$ cat src/rtl/bnpe_pkg.sv
// ----------------------------------------------------------------------------
// bnpe_pkg: shared definitions for the base-n peer enumerator
// Field widths, configuration register codes and reset values, the power
// record used by the power table and the pipeline, and one remainder step.
// ----------------------------------------------------------------------------
package bnpe_pkg;

	localparam int ID_W       = 32;
	localparam int LEVEL_W    = 3;
	localparam int RANK_W     = 4;
	localparam int RADIX_W    = 5;
	localparam int DCOUNT_W   = 4;
	localparam int CFG_IDX_W  = 1;
	localparam int CFG_DATA_W = 5;

	localparam int MAX_DIGITS_DEF = 8;
	localparam int MAX_RADIX_DEF  = 16;

	localparam logic [CFG_IDX_W-1:0] REG_RADIX       = 1'b0;
	localparam logic [CFG_IDX_W-1:0] REG_DIGIT_COUNT = 1'b1;

	localparam logic [RADIX_W-1:0]  RADIX_RST  = 5'd4;
	localparam logic [DCOUNT_W-1:0] DIGITS_RST = 4'd2;

	// A power of the radix kept modulo 2^32, with a flag that is set when the
	// true value has reached 2^32 or more.
	typedef struct packed {
		logic            big;
		logic [ID_W-1:0] value;
	} pow_t;

	// One step of a restoring remainder: shift in the next dividend bit and
	// subtract the divisor when it fits. A divisor that is too large never fits.
	function automatic logic [ID_W-1:0] div_step(input logic [ID_W-1:0] rem,
		input logic din, input pow_t divisor);
		logic [ID_W:0] t;
		t = {rem, din};
		if (!divisor.big && (t >= {1'b0, divisor.value})) begin
			t = t - {1'b0, divisor.value};
		end
		return t[ID_W-1:0];
	endfunction

endpackage

$ cat src/rtl/bnpe_pow_table.sv
// ----------------------------------------------------------------------------
// bnpe_pow_table: table of radix powers
// After reset and after every configuration write, sweeps radix^0 through
// radix^MAX_DIGITS, one multiply per cycle, and keeps radix^digit_count apart.
// ----------------------------------------------------------------------------
module bnpe_pow_table #(
	parameter int MAX_DIGITS = bnpe_pkg::MAX_DIGITS_DEF,
	parameter int MAX_RADIX  = bnpe_pkg::MAX_RADIX_DEF,
	localparam int NW = $clog2(MAX_RADIX + 1),
	localparam int KW = $clog2(MAX_DIGITS + 1)
) (
	input  logic                          clk,
	input  logic                          arst_n,
	input  logic                          restart,
	input  logic [NW-1:0]                 radix_n,
	input  logic [KW-1:0]                 digits_k,
	input  logic [bnpe_pkg::LEVEL_W-1:0]  lvl,
	output logic                          busy,
	output bnpe_pkg::pow_t                w_sel,
	output bnpe_pkg::pow_t                pk
);
	import bnpe_pkg::*;

	logic            busy_q;
	logic [KW-1:0]   idx_q;
	pow_t            cur_q;
	pow_t            next_pow;
	pow_t            tab_q [MAX_DIGITS];
	pow_t            pk_q;
	logic [ID_W+NW-1:0] prod;

	always_comb begin
		prod           = (ID_W + NW)'(cur_q.value) * (ID_W + NW)'(radix_n);
		next_pow.value = prod[ID_W-1:0];
		next_pow.big   = cur_q.big | (|prod[ID_W+NW-1:ID_W]);
	end

	always_ff @(posedge clk or negedge arst_n) begin
		if (!arst_n) begin
			busy_q    <= 1'b1;
			idx_q     <= '0;
			cur_q     <= '{big: 1'b0, value: ID_W'(1)};
		end else if (restart) begin
			busy_q    <= 1'b1;
			idx_q     <= '0;
			cur_q     <= '{big: 1'b0, value: ID_W'(1)};
		end else if (busy_q) begin
			cur_q <= next_pow;
			if (idx_q == KW'(MAX_DIGITS)) begin
				busy_q <= 1'b0;
			end else begin
				idx_q <= idx_q + KW'(1);
			end
		end
	end

	always_ff @(posedge clk) begin
		if (busy_q && !restart) begin
			for (int j = 0; j < MAX_DIGITS; j++) begin
				if (idx_q == KW'(j)) begin
					tab_q[j] <= cur_q;
				end
			end
			if (idx_q == digits_k) begin
				pk_q <= cur_q;
			end
		end
	end

	always_comb begin
		w_sel = '{big: 1'b0, value: '0};
		for (int j = 0; j < MAX_DIGITS; j++) begin
			if (int'(lvl) == j) begin
				w_sel = tab_q[j];
			end
		end
	end

	assign busy = busy_q;
	assign pk   = pk_q;

endmodule

$ cat config.mk
export PLATFORM = sky130hd
export DESIGN_NAME = bnpe_pow_table
export DESIGN_NICKNAME = d
export VERILOG_FILES = /design/src/rtl/bnpe_pkg.sv /design/src/rtl/bnpe_pow_table.sv
export SDC_FILE = /design/constraint.sdc
export NUM_CORES = 1
export LEC_CHECK = 0
export ABC_CLOCK_PERIOD_IN_PS = 13500
export BUFFER_PORTS_ARGS = -buffer_cell sky130_fd_sc_hd__buf_2
export CORE_MARGIN = 1.5
export CORE_UTILIZATION = 60
export DETAILED_ROUTE_END_ITERATION = 16
export PLACE_DENSITY = 0.87
export SYNTH_ARGS = -nofsm -noshare
export SYNTH_HDL_FRONTEND = slang
export SYNTH_SLANG_ARGS = --single-unit
export TNS_END_PERCENT = 10
$ cat constraint.sdc
create_clock -name clk -period 13.5 [get_ports clk]
set_input_delay 0.675 -clock clk [delete_from_list [all_inputs] [get_ports clk]]
set_output_delay 0.675 -clock clk [all_outputs]
set_load 0.02 [all_outputs]
==> flow_summary.ini <==
[run_status]
status = finished, final reports clean

[yosys]
synth.distinct_cells = 61
synth_area_leader_cell = edfxtp_1
postSynthCellCount = 1421
synth.area.top_cells = edfxtp_1, fa_1, dfrtp_1, and2_1, mux2i_1
netlist_area_mm2 = 0.0179
synth_flop_cell = edfxtp_1
synth.net_count = 1575
synth_edf_count = 297
post-synth-top-area-fraction_pct = 49.9
synth_seq_cells = 335
yosys_warnings = 0
async_reset_ff_share_pct = 11.3
ys_seq_area_share_pct = 55.3
syn_area_per_cell_um2 = 12.6

[global_route]
overflow = 0
antenna_found_initial = 1
grt_max_degree = 83
grt_pass1_wl_um = 66200
grt_pass1_vias = 12100
track_usage_pct = 28.0

[drt]
wl_um = 41300
drtPass1Iterations = 5
vias = 11600
drt_iter0_markers = 1467
postRouteAntennaNets = 0
routed_via_density = 6.14
wl_per_cell_um = 21.9
remaining_drc_errors = 0

[worst_setup_path]
cp_top_family = buffers and inverters
crit_top_cell = buf_4
end_kind = output port
worstPathCellList = buf_4, buf_4, inv_1, nor2_2, a22o_1, nand2_1, o221ai_1, buf_2
cp.arrival_ns = 4.25
critPathKind = in2out
crit_fanout = 71
ff2ff_setup_slack_ns = 8.61
cp_slowest_cell = nor2_2
slowest_delay_ns = 0.92
required_ns = 12.82
cp_num_buf_inv = 4
critPathLaunchType = primary input

[sta]
whs_ns = 0.350
finalCritPeriodShare_pct = 36.4
hold_viol_final = 0
tightest_slew_ns = 1.15
max_freq_mhz = 203
slew_violations = 0
rsz0062_at_grt = false
relSlewSlack_pct = 23.3
tns_ns = 0
final.min_clock_period_ns = 4.92
fin_worst_skew_ns = 0.0155
setup_viol = 0

[cts]
insertion_delay_ns = 0.51
numCtsBuffers = 34
cts_buffer_depth = 3
htree_levels = 2
cts.clk_slew.worst_paths_ns = 0.06
cts_resized = 0
cts_sinks = 335
root_buffer = clkbuf_16
cts_tree = done
ctsHoldBuffers = 0
post_cts_buffers = 0

[floorplanning]
die_w_um = 176
dieArea_mm2 = 0.0308
die_h_um = 176
core_area_mm2 = 0.0290
num_rows = 62
start_util_pct = 61.6
num_io_pins = 82

[pwr]
combPwrFrac_pct = 30.1
p_per_area_mw_per_mm2 = 168
p_leak_nw = 8.15
power_frac_clock_pct = 26.9
p_seq_share_pct = 43.1
switching_share_pct = 34.3
vdd_ir_drop_max_v = 0.0000970
power_switching_mw = 1.13
p_int_mw = 2.17

[final_layout]
fin_nets = 1637
insertedDiodeCount = 0
final_common_cell = edfxtp_1
final_cell_mix = edfxtp_1, inv_1, and2_1
drive_gt1_share_pct = 11.5
final_util_pct = 67.7
area_growth_syn_to_layout_pct = 10.0
fin_area_mm2 = 0.0196

[placement]
place_congestion = 0.926
placed_area_mm2 = 0.0186
portBuffers = 81
dp_hpwl_um = 25200

[flow_run]
maxCapViolCount = 0

[min_path]
worstHoldPathType = in2async
==> path summary, 6_finish.rpt <==
check	from	end	depth (start not counted)
worst max-delay path	lvl[0]	w_sel[21]	8
worst min-delay path	arst_n	cur_q[24]$_DFFE_PN0P_	1
worst max register to register	cur_q[23]$_DFFE_PN0P_	cur_q[32]$_DFFE_PN0P_	16
worst min register to register	cur_q[0]$_DFFE_PN1P_	cur_q[0]$_DFFE_PN1P_	2
max in group asynchronous	arst_n	cur_q[14]$_DFFE_PN0P_	1
min in group clk	cur_q[0]$_DFFE_PN1P_	cur_q[0]$_DFFE_PN1P_	2
==> cell usage after synthesis, types with 16 or more instances <==
master    count
a21oi_1      84
and2_1      131
clkbuf_1     51
dfrtp_1      36
edfxtp_1    297
fa_1         90
ha_1         49
inv_1       138
mux2_2       16
mux2i_1      81
nand2_1      97
nor2_1       75
o21ai_0      54
o221ai_1     23
xnor2_1      21
==> per-layer routing <==
metal	track usage [%]	vias up	part of all wire, %
li1	-	5125	-
met1	37.7	5826	39
met2	46.9	578	49
met3	4.37	91	8.7
met4	9.29	0	2.9
met5	0	-	0
==> flip-flops by register name (all words and copies together), names as in the netlist <==
register and cells:
busy 1, cur_q 33, idx_q 4, pk 33
tab_q 264
==> per-stage QoR <==
step	setup WS (ns)	total power, mW	cells
floorplan	8.75	2.12	1421
global placement	8.33	2.35	1831
detailed placement	8.23	2.41	1831
CTS	8.69	3.30	1891
global route	8.32	3.49	1891
finish	8.58	3.30	1891
==> worst reg2reg max path, cell delays in order (launching register included) <==
cell	delay, ns
dfrtp_1	0.63
and2_1	0.31
fa_1	0.50
fa_1	0.51
inv_1	0.05
fa_1	0.49
inv_1	0.05
ha_1	0.37
a21oi_1	0.24
nor2b_1	0.07
o21ai_0	0.14
or4b_1	0.45
nor3_1	0.25
o31ai_1	0.12
a31oi_1	0.24
xor2_1	0.10
a311oi_1	0.28
==> power groups by stage <==
stage / registers, mW / logic [mW] / clock network [mW]
after floorplan: 1.36 / 0.756 / 0
after global routing: 1.43 / 1.12 / 0.937
final: 1.42 / 0.992 / 0.887
after global placement: 1.43 / 0.926 / 0
after CTS: 1.42 / 0.989 / 0.897
after detailed placement: 1.44 / 0.972 / 0
==> kinds of logic (layout without fill, tap and decap cells) <==
family          Yosys count  in the layout  synth area share (%)
fa+ha+maj               139            139                  13.5
compound gates          257            257                  9.56
flops                   335            335                  55.3
mux                      98             98                  5.68
xor+xnor                 36             36                  1.77
buf+inv                 208            294                  4.44
simple gates            348            348                  9.75
==> final cells by class <==
cell class	count	area (um2)
Sequential cell	335	9870
Fill cell	2037	9370
Multi-Input combinational cell	878	7210
Clock buffer	45	923
Inverter	140	526
Timing Repair Buffer	94	505
Tap cell	384	480
Clock inverter	15	129
Power figures use the tool's default switching activity.
