`src/rtl/bnpe_pkg.sv`:
```
// ----------------------------------------------------------------------------
// bnpe_pkg: shared definitions for the base-n peer enumerator
// Field widths, configuration register codes and reset values, the power
// record used by the power table and the pipeline, and one remainder step.
// ----------------------------------------------------------------------------
package bnpe_pkg;

	localparam int ID_W       = 32;
	localparam int LEVEL_W    = 3;
	localparam int RANK_W     = 4;
	localparam int RADIX_W    = 5;
	localparam int DCOUNT_W   = 4;
	localparam int CFG_IDX_W  = 1;
	localparam int CFG_DATA_W = 5;

	localparam int MAX_DIGITS_DEF = 8;
	localparam int MAX_RADIX_DEF  = 16;

	localparam logic [CFG_IDX_W-1:0] REG_RADIX       = 1'b0;
	localparam logic [CFG_IDX_W-1:0] REG_DIGIT_COUNT = 1'b1;

	localparam logic [RADIX_W-1:0]  RADIX_RST  = 5'd4;
	localparam logic [DCOUNT_W-1:0] DIGITS_RST = 4'd2;

	// A power of the radix kept modulo 2^32, with a flag that is set when the
	// true value has reached 2^32 or more.
	typedef struct packed {
		logic            big;
		logic [ID_W-1:0] value;
	} pow_t;

	// One step of a restoring remainder: shift in the next dividend bit and
	// subtract the divisor when it fits. A divisor that is too large never fits.
	function automatic logic [ID_W-1:0] div_step(input logic [ID_W-1:0] rem,
		input logic din, input pow_t divisor);
		logic [ID_W:0] t;
		t = {rem, din};
		if (!divisor.big && (t >= {1'b0, divisor.value})) begin
			t = t - {1'b0, divisor.value};
		end
		return t[ID_W-1:0];
	endfunction

endpackage

```
`src/rtl/bnpe_emitter.sv`:
```
// ----------------------------------------------------------------------------
// bnpe_emitter: peer sequencer and output register
// Holds one prepared item and steps the replacing digit, adding the level
// weight each time and jumping over the node's own digit.
// ----------------------------------------------------------------------------
module bnpe_emitter #(
	parameter int RW = 4
) (
	input  logic                         clk,
	input  logic                         arst_n,
	input  logic                         load,
	input  logic [bnpe_pkg::ID_W-1:0]    ld_acc,
	input  logic [bnpe_pkg::ID_W-1:0]    ld_w,
	input  logic [RW-1:0]                ld_own,
	input  logic                         ld_err,
	input  logic [RW-1:0]                n_max,
	output logic                         can_take,
	input  logic                         out_stall,
	output logic                         out_valid,
	output logic [bnpe_pkg::ID_W-1:0]    peer_id,
	output logic [bnpe_pkg::RANK_W-1:0]  peer_rank,
	output logic                         last,
	output logic                         level_error
);
	import bnpe_pkg::*;

	logic                busy_q;
	logic [ID_W-1:0]     acc_q;
	logic [ID_W-1:0]     w_q;
	logic [RW-1:0]       r_q;
	logic [RW-1:0]       own_q;
	logic                err_q;
	logic [RANK_W-1:0]   rank_q;

	logic                out_valid_q;
	logic [ID_W-1:0]     peer_id_q;
	logic [RANK_W-1:0]   peer_rank_q;
	logic                last_q;
	logic                level_error_q;

	logic                out_space;
	logic                emit;
	logic                cur_last;
	logic [RW:0]         r_inc;
	logic                skip;
	logic [RW-1:0]       r_next;
	logic [ID_W-1:0]     acc_next;

	always_comb begin
		out_space = !out_valid_q || !out_stall;
		emit      = busy_q && out_space;
		r_inc     = {1'b0, r_q} + (RW + 1)'(1);
		cur_last  = err_q || (r_q == n_max) ||
			((r_inc == {1'b0, n_max}) && (own_q == n_max));
		skip      = (r_inc == {1'b0, own_q});
		r_next    = skip ? RW'(r_inc + (RW + 1)'(1)) : r_inc[RW-1:0];
		acc_next  = acc_q + (skip ? {w_q[ID_W-2:0], 1'b0} : w_q);
		can_take  = !busy_q || (emit && cur_last);
	end

	always_ff @(posedge clk or negedge arst_n) begin
		if (!arst_n) begin
			busy_q      <= 1'b0;
			out_valid_q <= 1'b0;
		end else begin
			if (load) begin
				busy_q <= 1'b1;
			end else if (emit && cur_last) begin
				busy_q <= 1'b0;
			end
			if (emit) begin
				out_valid_q <= 1'b1;
			end else if (!out_stall) begin
				out_valid_q <= 1'b0;
			end
		end
	end

	always_ff @(posedge clk) begin
		if (emit) begin
			peer_id_q     <= err_q ? '0 : acc_q;
			peer_rank_q   <= rank_q;
			last_q        <= cur_last;
			level_error_q <= err_q;
		end
		if (load) begin
			acc_q  <= ld_acc;
			w_q    <= ld_w;
			own_q  <= ld_own;
			err_q  <= ld_err;
			r_q    <= (ld_own == '0) ? RW'(1) : '0;
			rank_q <= '0;
		end else if (emit && !cur_last) begin
			acc_q  <= acc_next;
			r_q    <= r_next;
			rank_q <= rank_q + RANK_W'(1);
		end
	end

	assign out_valid   = out_valid_q;
	assign peer_id     = peer_id_q;
	assign peer_rank   = peer_rank_q;
	assign last        = last_q;
	assign level_error = level_error_q;

endmodule

```
`config.mk`:
```
export PLATFORM = sky130hd
export DESIGN_NAME = bnpe_emitter
export DESIGN_NICKNAME = d
export VERILOG_FILES = /design/src/rtl/bnpe_pkg.sv /design/src/rtl/bnpe_emitter.sv
export SDC_FILE = /design/constraint.sdc
export NUM_CORES = 1
export LEC_CHECK = 0
export BUFFER_PORTS_ARGS = -buffer_cell sky130_fd_sc_hd__buf_2
export CAP_MARGIN = 20
export CORE_ASPECT_RATIO = 1.5
export CORE_UTILIZATION = 45
export DETAILED_ROUTE_END_ITERATION = 10
export PLACE_DENSITY = 0.66
export SLEW_MARGIN = 20
export SYNTH_ARGS = -nofsm -noshare
export SYNTH_HDL_FRONTEND = slang
export SYNTH_SLANG_ARGS = --single-unit
```
`constraint.sdc`:
```
create_clock -name clk -period 6.4 [get_ports clk]
set_input_delay 0.32 -clock clk [delete_from_list [all_inputs] [get_ports clk]]
set_output_delay 0.32 -clock clk [all_outputs]
set_load 0.05 [all_outputs]
```
==> results of run 1 <==
## worst max-delay path, cell delays in order, from the launching register on
cell and delay, ps:
sky130_fd_sc_hd__edfxtp_1 550, sky130_fd_sc_hd__ha_1 360, sky130_fd_sc_hd__xor2_1 190, sky130_fd_sc_hd__o211ai_1 290, sky130_fd_sc_hd__nand3_1 740, sky130_fd_sc_hd__buf_4 510
sky130_fd_sc_hd__mux2_2 300, sky130_fd_sc_hd__ha_1 420, sky130_fd_sc_hd__and4_4 240, sky130_fd_sc_hd__and3_4 190, sky130_fd_sc_hd__a221oi_2 300, sky130_fd_sc_hd__nand2_1 90
sky130_fd_sc_hd__o21a_1 230, sky130_fd_sc_hd__a2111oi_0 390, sky130_fd_sc_hd__a221oi_1 90
## placed cells by master, fill, tap and decap left out, drive strengths merged, types with 3 or more instances in the layout
| cell type | instances |
|---|---|
| nor2 | 42 |
| nand2b | 6 |
| bufinv | 4 |
| a21boi | 4 |
| a2111oi | 3 |
| inv | 18 |
| o31ai | 8 |
| a311oi | 3 |
| nand2 | 60 |
| o2111ai | 6 |
| clkbuf | 18 |
| o21ai | 36 |
| a21oi | 23 |
| mux2 | 33 |
| a31oi | 6 |
| xnor2 | 22 |
| and2 | 3 |
| xor2 | 16 |
| and3 | 4 |
| a211o | 3 |
| ha | 35 |
| edfxtp | 111 |
| dfxtp | 4 |
| clkinv | 4 |
| buf | 121 |
| a211oi | 8 |
| o21a | 14 |
| nor4 | 3 |
| nor3 | 8 |
| o211ai | 6 |
| a221oi | 3 |
| mux2i | 3 |
| nor2b | 35 |
| nand3 | 6 |
| a21o | 16 |
| nand4 | 4 |
| a31o | 3 |
| clkinvlp | 4 |
## power by group through the flow
stage               Clock, mW  Sequential (mW)  Combinational [mW]
finish                  0.999             1.09                1.30
global route             1.04             1.10                1.44
CTS                      1.01             1.09                1.31
detailed placement          0             1.10                1.30
global placement            0             1.10                1.29
floorplan                   0             1.20               0.878
## area by class of cell
type / instances / area, sq um
fill: 1363 / 6720
multi-input combinational: 450 / 3260
inverter: 17 / 63.8
timing repair buffer: 122 / 631
tap: 199 / 249
sequential: 117 / 3460
clock inverter: 13 / 183
clock buffer: 18 / 429
## through the flow
step / utilization, % / setup slack, ps / hold slack [ps]
after floorplan: - / 1990 / 24.4
after global placement: 51.0 / 1370 / 105
after detailed placement: 51.0 / 1260 / 108
after CTS: 55.2 / 1220 / 51.7
after global routing: 55.2 / 794 / 54.1
final: 55.2 / 1230 / 64.1
## registers in the layout, summed over array words and instances (netlist names)
signal,cells
acc_q,32
peer_id,32
w_q,32
own_q,4
peer_rank,4
r_q,4
rank_q,4
busy_q,1
err_q,1
last,1
level_error,1
out_valid,1
## cell families (layout without fill, tap and decap cells)
group / count (synthesis) / in the layout
xor+xnor: 39 / 39
fa+ha+maj: 36 / 36
compound gates: 158 / 158
simple gates: 181 / 181
mux: 36 / 36
flops: 117 / 117
buf+inv: 43 / 170
## how the worst max path moves through the flow
stage          slack, ps  cells after the start         to
5_1_grt              790                     15  acc_q[31]
3_3_place_gp        1370                     14  acc_q[31]
3_5_place_dp        1260                     14  acc_q[31]
6_report            1230                     14  acc_q[31]
2_1_floorplan       1990                      8   acc_q[0]
4_1_cts             1220                     15  acc_q[31]
## Yosys cell counts (16+ instances only)
cell type | instances | area, sq um
sky130_fd_sc_hd__nand2_1 | 60 | 225
sky130_fd_sc_hd__xnor2_1 | 22 | 193
sky130_fd_sc_hd__a21o_1 | 16 | 120
sky130_fd_sc_hd__a21oi_1 | 23 | 115
sky130_fd_sc_hd__o21ai_0 | 30 | 150
sky130_fd_sc_hd__ha_1 | 35 | 438
sky130_fd_sc_hd__nor2_1 | 42 | 158
sky130_fd_sc_hd__inv_1 | 16 | 60.1
sky130_fd_sc_hd__nor2b_1 | 35 | 219
sky130_fd_sc_hd__edfxtp_1 | 111 | 3330
sky130_fd_sc_hd__xor2_1 | 16 | 140
sky130_fd_sc_hd__clkbuf_1 | 19 | 71.3
sky130_fd_sc_hd__mux2_2 | 33 | 372
## what timing repair did
item                                    CTS  global route
hold endpoints to repair                  2             0
endpoints found under the setup margin    0             0
hold buffers                              1             0
## per-layer routing
| metal | track usage, % | up-vias |
|---|---|---|
| met5 | 0 | - |
| met4 | 10.9 | 0 |
| met3 | 4.16 | 32 |
| li1 | - | 2521 |
| met2 | 40.2 | 139 |
| met1 | 25.9 | 2462 |
==> flow_results.org, run 1 <==
** Timing
- Final Skew :: about 12 ps
- The count of final hold-check violations was 0.
- Least-Margin Pin Slew :: slightly below 1000 ps
- Remaining max-slew budget at the tightest pin :: a little over a third
- Pins over their slew limit :: 0
- Subtracting the final worst setup slack from the clock period gives approximately 5200 ps.
- Final count of negative-setup-slack endpoints :: 0
- Setup repair after global routing left no endpoint under its margin.
- Fmax :: 193 MHz
- Tcrit/Tclk final :: 80.9%
- In the final timing run, aggregate negative setup slack is 0 ps.

** Global routing
- The number of global-route vias before repair was between 5000 and 6000.
- Global routing usage summed across all routing layers :: between 20% and 30%
- Entering global routing, the biggest net connects 61 pins.
- The first global-routing pass estimated roughly 27 mm of wire.
- Total global routing overflow :: 0
- The number of antenna violations at the first check in global routing was 0.

** CTS
- Clock Latency Late Sink :: 430 ps
- In this run the post-CTS setup repair buffer count came out at 0.
- Number of CTS-inserted buffers :: 17
- CTS tree :: yes
- Root Buffer Master :: sky130_fd_sc_hd__clkbuf_16
- Clock sink count :: 117
- The H-tree was split into 4 levels.
- CTS resizes :: 0
- After clock tree synthesis, the clock-pin slew on the worst setup and hold paths is 60 ps.
- Clock Tree Buf Depth :: 2

** Drt
- Met2 routed wirelength :: about 8.9 mm
- Highest metal used :: met4
- Detailed router's first-iteration violation count :: about 220
- Met1 wire length :: between 6 and 7 mm
- In this run the remaining antenna-violating nets after routing total 0.
- WL per Instance :: between 15 and 20 um
- Total wire length after detailed routing :: around 17 mm
- Iteration count of the initial detailed-routing pass :: 4
- Metal3 WL :: 603 um
- DR vias :: 5154
- Routed vias/inst :: between 5 and 6
- After detailed routing, the number of remaining DRC violations is 0.

** Final layout
- Compared with the post-synthesis result, the final layout area differs by 20.3%.
- The final layout contains 838 nets.
- After routing the design area is ~8300 sq um.
- Post-layout instance count excluding filler cells :: between 900 and 1000
- Fraction of layout instances using a drive strength above 1 :: a little over a quarter
- The repair_antennas step left the layout with diodes totalling 0.

** Worst hold path
- Tightest Hold Check Type :: primary input to flip-flop
- Along the worst hold path, the cell count comes to 1.
- The worst hold path terminates at w_q[0].
- In this run the most critical hold path is launched from ld_w[0].

** Synth
- After synthesis, flip-flops and latches occupy ~50% of the total area.
- Counting flops with a built-in enable in the synthesized netlist gives about 110.
- After synthesis the cells add up to 6880 sq um.
- Simple logic cell fraction of the synthesized area :: between 10% and 20%
- Post-synthesis compound-gate area fraction :: 16.7%
- In this run, distinct cell masters in the synthesized netlist total 71.
- Synth Area in Adders :: approximately 6.7%
- Mean Syn Cell Area :: around 11 sq um
- After synthesis, the largest family of logic cells by area is compound AO/OA/AOI/OAI gates.
- Syn Nets :: just over 700
- After Yosys synthesis, XOR and XNOR cells account for approximately 5.2% of the synthesized area.
- Synthesis produced 610 cells.
- Mux cell area share after synthesis :: approximately 5.8%
- After synthesis the netlist holds a flip-flop and latch count of about 120.
- In the synthesized netlist the dominant register cell turns out to be sky130_fd_sc_hd__edfxtp_1.
- Synth Warn # :: 0
- Fraction of registers with async set/reset :: 1.71%

** Pwr
- Leakage power figure :: between 3 and 4 nW
- Power density over the cells :: 409 nW/um^2
- Clock network fraction of design power :: 29.5%
- Internal power of the cells :: roughly 2.2 mW
- In this run, flip-flops and latches consume about a third of the power.
- Fraction of power spent switching nets :: a little over a third
- Sum of internal, switching and leakage power :: around 3.4 mW
- Worst ir drop on vdd :: approximately 0.19 mV
- Combinational logic burns a little under 40% of the power.
- Switch Pwr :: ~1.2 mW

** Floorplanning
- Floorplan die width :: slightly above 100 um
- In this run the core area contains between 50 and 60 standard-cell rows.
- Die Area :: 15800 sq um
- Floorplan Core Area :: roughly 15000 sq um
- Starting density of the core :: 45.9%
- Ports :: roughly 120
- From bottom edge to top edge, the die measures 153 um.

** Critical path
- Data on the critical path arrives at its endpoint at approximately 5300 ps.
- Launching point of the worst reg2reg path :: r_q[0]
- The worst register-to-register path has a setup slack of 1230 ps.
- Critical path required time :: roughly 6500 ps
- Of all nets on the critical path, the largest fanout is 20.
- Endpoint class of the critical path :: flip-flop
- STA classifies the critical path startpoint as a flip-flop.
- Crit. Startpoint :: r_q[0]
- Number of cells on the worst reg-to-reg path :: 14
- End of the worst register-to-register path :: acc_q[31]
- Classification of the worst setup path :: flip-flop to flip-flop

** Placement
- The wire-length estimate of the detail-placed layout is roughly 12 mm.
- In this run, placement finished with an instance count of between 900 and 1000.
- Buffers added on ports :: approximately 120
- Placer Congestion :: around 0.9
- Total cell area at the placement stage :: 7660 sq um

** Status
- Status :: complete, no violations

** Flow run
- Max-Cap Viols :: 0
Power figures use the tool's default switching activity.
==> inputs of run 2 (changes only) <==
ABC_AREA = 1   (was not set)
PLACE_DENSITY = 0.69   (was 0.66)
clock period = 4.5 ns   (was 6.4 ns; I/O delays follow)
==> run 2 against run 1 <==
Final area up 6.7%. Clock skew down 0.79 ps. Clock-buffer cell count rose by 4. Critical path type unchanged. Worst hold slack got worse by 38 ps. Critical endpoint is now acc_q[23].
==> flow_results.org, run 2 <==
** Pwr
- Sum of internal, switching and leakage power :: 4.76 mW (+41%)
- Worst ir drop on vdd :: 0.227 mV (+17%)
- Leakage power figure :: 4.26 nW (+27%)
- The power per unit of standard cell area is 539 nW/um^2 (+32%).

** Synth
- Combined area of all synthesized cells :: 7070 sq um (+2.7%)
- Largest cells by area after synthesis :: sky130_fd_sc_hd__edfxtp_1 (47%), sky130_fd_sc_hd__nand2_1 (16%), sky130_fd_sc_hd__ha_1 (6.2%)
- Syn Nets :: 991 (+37%)
- Most used standard cells in the synthesized netlist :: sky130_fd_sc_hd__nand2_1 (305), sky130_fd_sc_hd__inv_1 (114), sky130_fd_sc_hd__edfxtp_1 (111), sky130_fd_sc_hd__nor2_1 (88), sky130_fd_sc_hd__nand3_1 (54)
- The sequential area share after synthesis came to 49.0% (-1.3 points).
- Fraction of registers with async set/reset :: 1.71% (unchanged)
- Number of standard cells after synthesis :: 878 (+44%)
- Most common cell in the netlist :: sky130_fd_sc_hd__nand2_1
- The count of unique library cells instantiated by Yosys is 36 (-49%).
- Prevailing post-synth register cell :: sky130_fd_sc_hd__edfxtp_1
- The mean instance size in the synthesized netlist was 8.05 sq um (-29%).
- Post-synth EDFFs :: 111 (unchanged)
- The share of Yosys cell area claimed by the top area cell type is 47.2% (-1.3 points).
- Synth Warn # :: 0 (unchanged)
- Register bit total from synthesis :: 117 (unchanged)
- The synthesized design spends more area on one cell type than any other, namely sky130_fd_sc_hd__edfxtp_1.

** Placement
- The HPWL after detailed placement came to 13.0 mm (+7.8%).
- The setup slack after placement was 307 ps (-951 ps).
- Total cell area at the placement stage :: 7880 sq um (+2.9%)
- Placer Congestion :: 0.974 (+8.2%)
- Buffers added on ports :: 116 (unchanged)

** Critical path
- The critical path in this run is classified as flip-flop to flip-flop.
- The worst setup path is launched from a flip-flop.
- Endpoint class of the critical path :: flip-flop
- Flop2flop setup slack :: 510 ps (-720 ps)
- The data arrival time of the critical path is 4170 ps (-1130 ps).
- The data required time at the worst endpoint was 4680 ps (-1850 ps).
- Largest fanout on the critical path :: 32 (+60%)

** Timing
- Fmax :: 250 MHz (+30%)
- Tcrit/Tclk final :: 88.7% (+7.9 points)
- Pins over their slew limit :: 0 (unchanged)
- Worst hold-check slack :: 26.0 ps (-38.2 ps)
- Setup repair after global routing left no endpoint under its margin.
- The worst slew slack as a fraction of its limit came to 44.4% (+8.9 points).
- Least-Margin Pin Slew :: 832 ps (-133 ps)
- Final Skew :: 11.3 ps (-0.786 ps)
- The worst setup margin was 507 ps (-718 ps).
- Sum Neg Setup Slack :: 0 ps (unchanged)
- Final count of negative-setup-slack endpoints :: 0 (unchanged)
- Hold Vio Cnt, Final :: 0 (unchanged)
- The time the worst path needs with I/O delays and setup was 3990 ps (-1180 ps).

** Floorplanning
- Die Area :: 16200 sq um (+2.7%)
- Ports :: 117 (unchanged)
- Floorplan die width :: 104 um (+1.3%)
- Number of core rows :: 55 (unchanged)
- The effective utilization at floorplan came to 46.5% (+0.60 points).
- Die Y :: 155 um (+1.3%)
- The area inside the core boundary was 15200 sq um (+1.4%).

** Global routing
- The all-layer global routing usage came to 23.1% (+0.27 points).
- First-pass GRT wire length :: 28.7 mm (+6.9%)
- Peak-usage layer in the global routing report :: met2
- Met2 track demand over resource in global routing :: 41.1% (+0.93 points)
- Number of global-route vias before repair :: 6107 (+13%)
- The maximum number of pins on one net before global-route repair was 47 (-23%).
- The number of antenna violations at the first check in global routing is 0 (unchanged).
- Met3 Use GR :: 3.48% (-0.68 points)
- GR met1 Demand/Resource :: 26.7% (+0.73 points)
- The global route total overflow was 0 (unchanged).

** Drt
- The ratio of routed vias to standard cells is 4.92 (-11%).
- Detailed router's first-iteration violation count :: 247 (+15%)
- The wire length after detailed routing was 17.7 mm (+6.4%).
- The via count was 6160 (+20%).
- The length of the first detailed-routing pass in iterations came to 5 (+1).
- The remaining design rule violation count was 0 (unchanged).
- WL per Instance :: 14.2 um (-20%)
- Routed Antenna Nets :: 0 (unchanged)

** Final layout
- Area grow syn2layout :: 25.0%
- Leading cell types in the layout, fill and taps excluded :: sky130_fd_sc_hd__nand2_1 (305), sky130_fd_sc_hd__buf_2 (116), sky130_fd_sc_hd__inv_1 (114)
- Most common cell after layout, fill and taps aside :: sky130_fd_sc_hd__nand2_1
- The final design instance area without fill came to 8830 sq um (+6.7%).
- Number of antenna repair diodes :: 0 (unchanged)
- Fraction of layout instances using a drive strength above 1 :: 16.1% (-11 points)
- Final Net Count :: 1152 (+37%)

** Status
- Status :: complete, no violations

** CTS
- Reg clk slew, reported paths :: 50 ps (about the same)
- TritonCTS built the clock tree.
- The TritonCTS buffer count came to 17 (unchanged).
- Root Buffer Master :: sky130_fd_sc_hd__clkbuf_16
- # H-tree levels :: 4 (unchanged)
- Post-CTS setup buffer count :: 0 (unchanged)
- The number of clock sinks came to 117 (unchanged).
- The insertion delay to the later sink of the worst-skew pair was 420 ps (about the same).
- Clock Tree Buf Depth :: 2 (unchanged)

** Worst hold path
- Tightest Hold Check Type :: primary input to flip-flop

** Flow run
- The count of maximum capacitance violations is 0 (unchanged).
run 2: worst paths after layout:
| kind | endpoint | start | cells past startpoint |
|---|---|---|---|
| worst max register to register | acc_q[23] | r_q[0] | 22 |
| worst min-delay path | out_valid | out_stall | 3 |
| worst max-delay path | acc_q[23] | r_q[0] | 22 |
| min in group asynchronous | busy_q | arst_n | 2 |
| max in group asynchronous | out_valid | arst_n | 2 |
| worst min register to register | peer_rank[3] | rank_q[3] | 0 |
run 2: layout make-up:
cell class | instances | area, sq um
Timing Repair Buffer | 161 | 1030
Clock inverter | 10 | 62.6
Sequential cell | 117 | 3460
Inverter | 116 | 438
Fill cell | 1426 | 6370
Tap cell | 199 | 249
Multi-Input combinational cell | 626 | 3090
Clock buffer | 22 | 508
run 2: critical path, cell delays in order (launching register included):
cell                       delay [ps]
sky130_fd_sc_hd__edfxtp_1         580
sky130_fd_sc_hd__inv_1            110
sky130_fd_sc_hd__ha_1             410
sky130_fd_sc_hd__inv_1             80
sky130_fd_sc_hd__nand2_1           50
sky130_fd_sc_hd__nand2_1           50
sky130_fd_sc_hd__nand3_1          120
sky130_fd_sc_hd__nor2_4           170
sky130_fd_sc_hd__nand2_4          160
sky130_fd_sc_hd__inv_4            320
sky130_fd_sc_hd__nand2_1           90
sky130_fd_sc_hd__nand2_1           70
sky130_fd_sc_hd__ha_1             260
sky130_fd_sc_hd__or2_2            310
sky130_fd_sc_hd__nand3_1           90
sky130_fd_sc_hd__nand2_1          110
sky130_fd_sc_hd__nand2_1           80
sky130_fd_sc_hd__nand2_1          110
sky130_fd_sc_hd__nand2_1           90
sky130_fd_sc_hd__nand2_1           80
sky130_fd_sc_hd__or2_2            280
sky130_fd_sc_hd__nand3_1           70
sky130_fd_sc_hd__nand2_1           50
run 2: what timing repair did:
action,in CTS,in global routing
hold endpoints to repair,39,0
hold buffers,38,0
gates resized for setup,0,2
endpoints found under the setup margin,0,4
run 2: stage by stage:
| stage | instances | util [%] |
|---|---|---|
| 5_1_grt | 1251 | 58.1 |
| 6_report | 1251 | 58.1 |
| 2_1_floorplan | 878 | - |
| 4_1_cts | 1251 | 58.1 |
| 3_3_place_gp | 1181 | 51.8 |
| 3_5_place_dp | 1181 | 51.8 |
run 2: cell families after synthesis:
logic type | Yosys count | share of synthesized area [%]
buf+inv | 135 | 7.33
flops | 117 | 49.0
compound gates | 81 | 6.09
xor+xnor | 16 | 1.98
fa+ha+maj | 36 | 6.48
simple gates | 493 | 29.1
run 2: power by group:
part | total, mW | leakage, nW | switching, mW | internal [mW]
Sequential | 1.57 | 1.17 | 0.114 | 1.46
Combinational | 1.90 | 2.80 | 1.28 | 0.618
Clock | 1.29 | 0.291 | 0.492 | 0.800
run 2: routing by layer:
layer  up-vias  wire, um
met5         -         0
met3        33       640
met1      2783      7610
li1       3178         -
met2       166      8940
met4         0       559
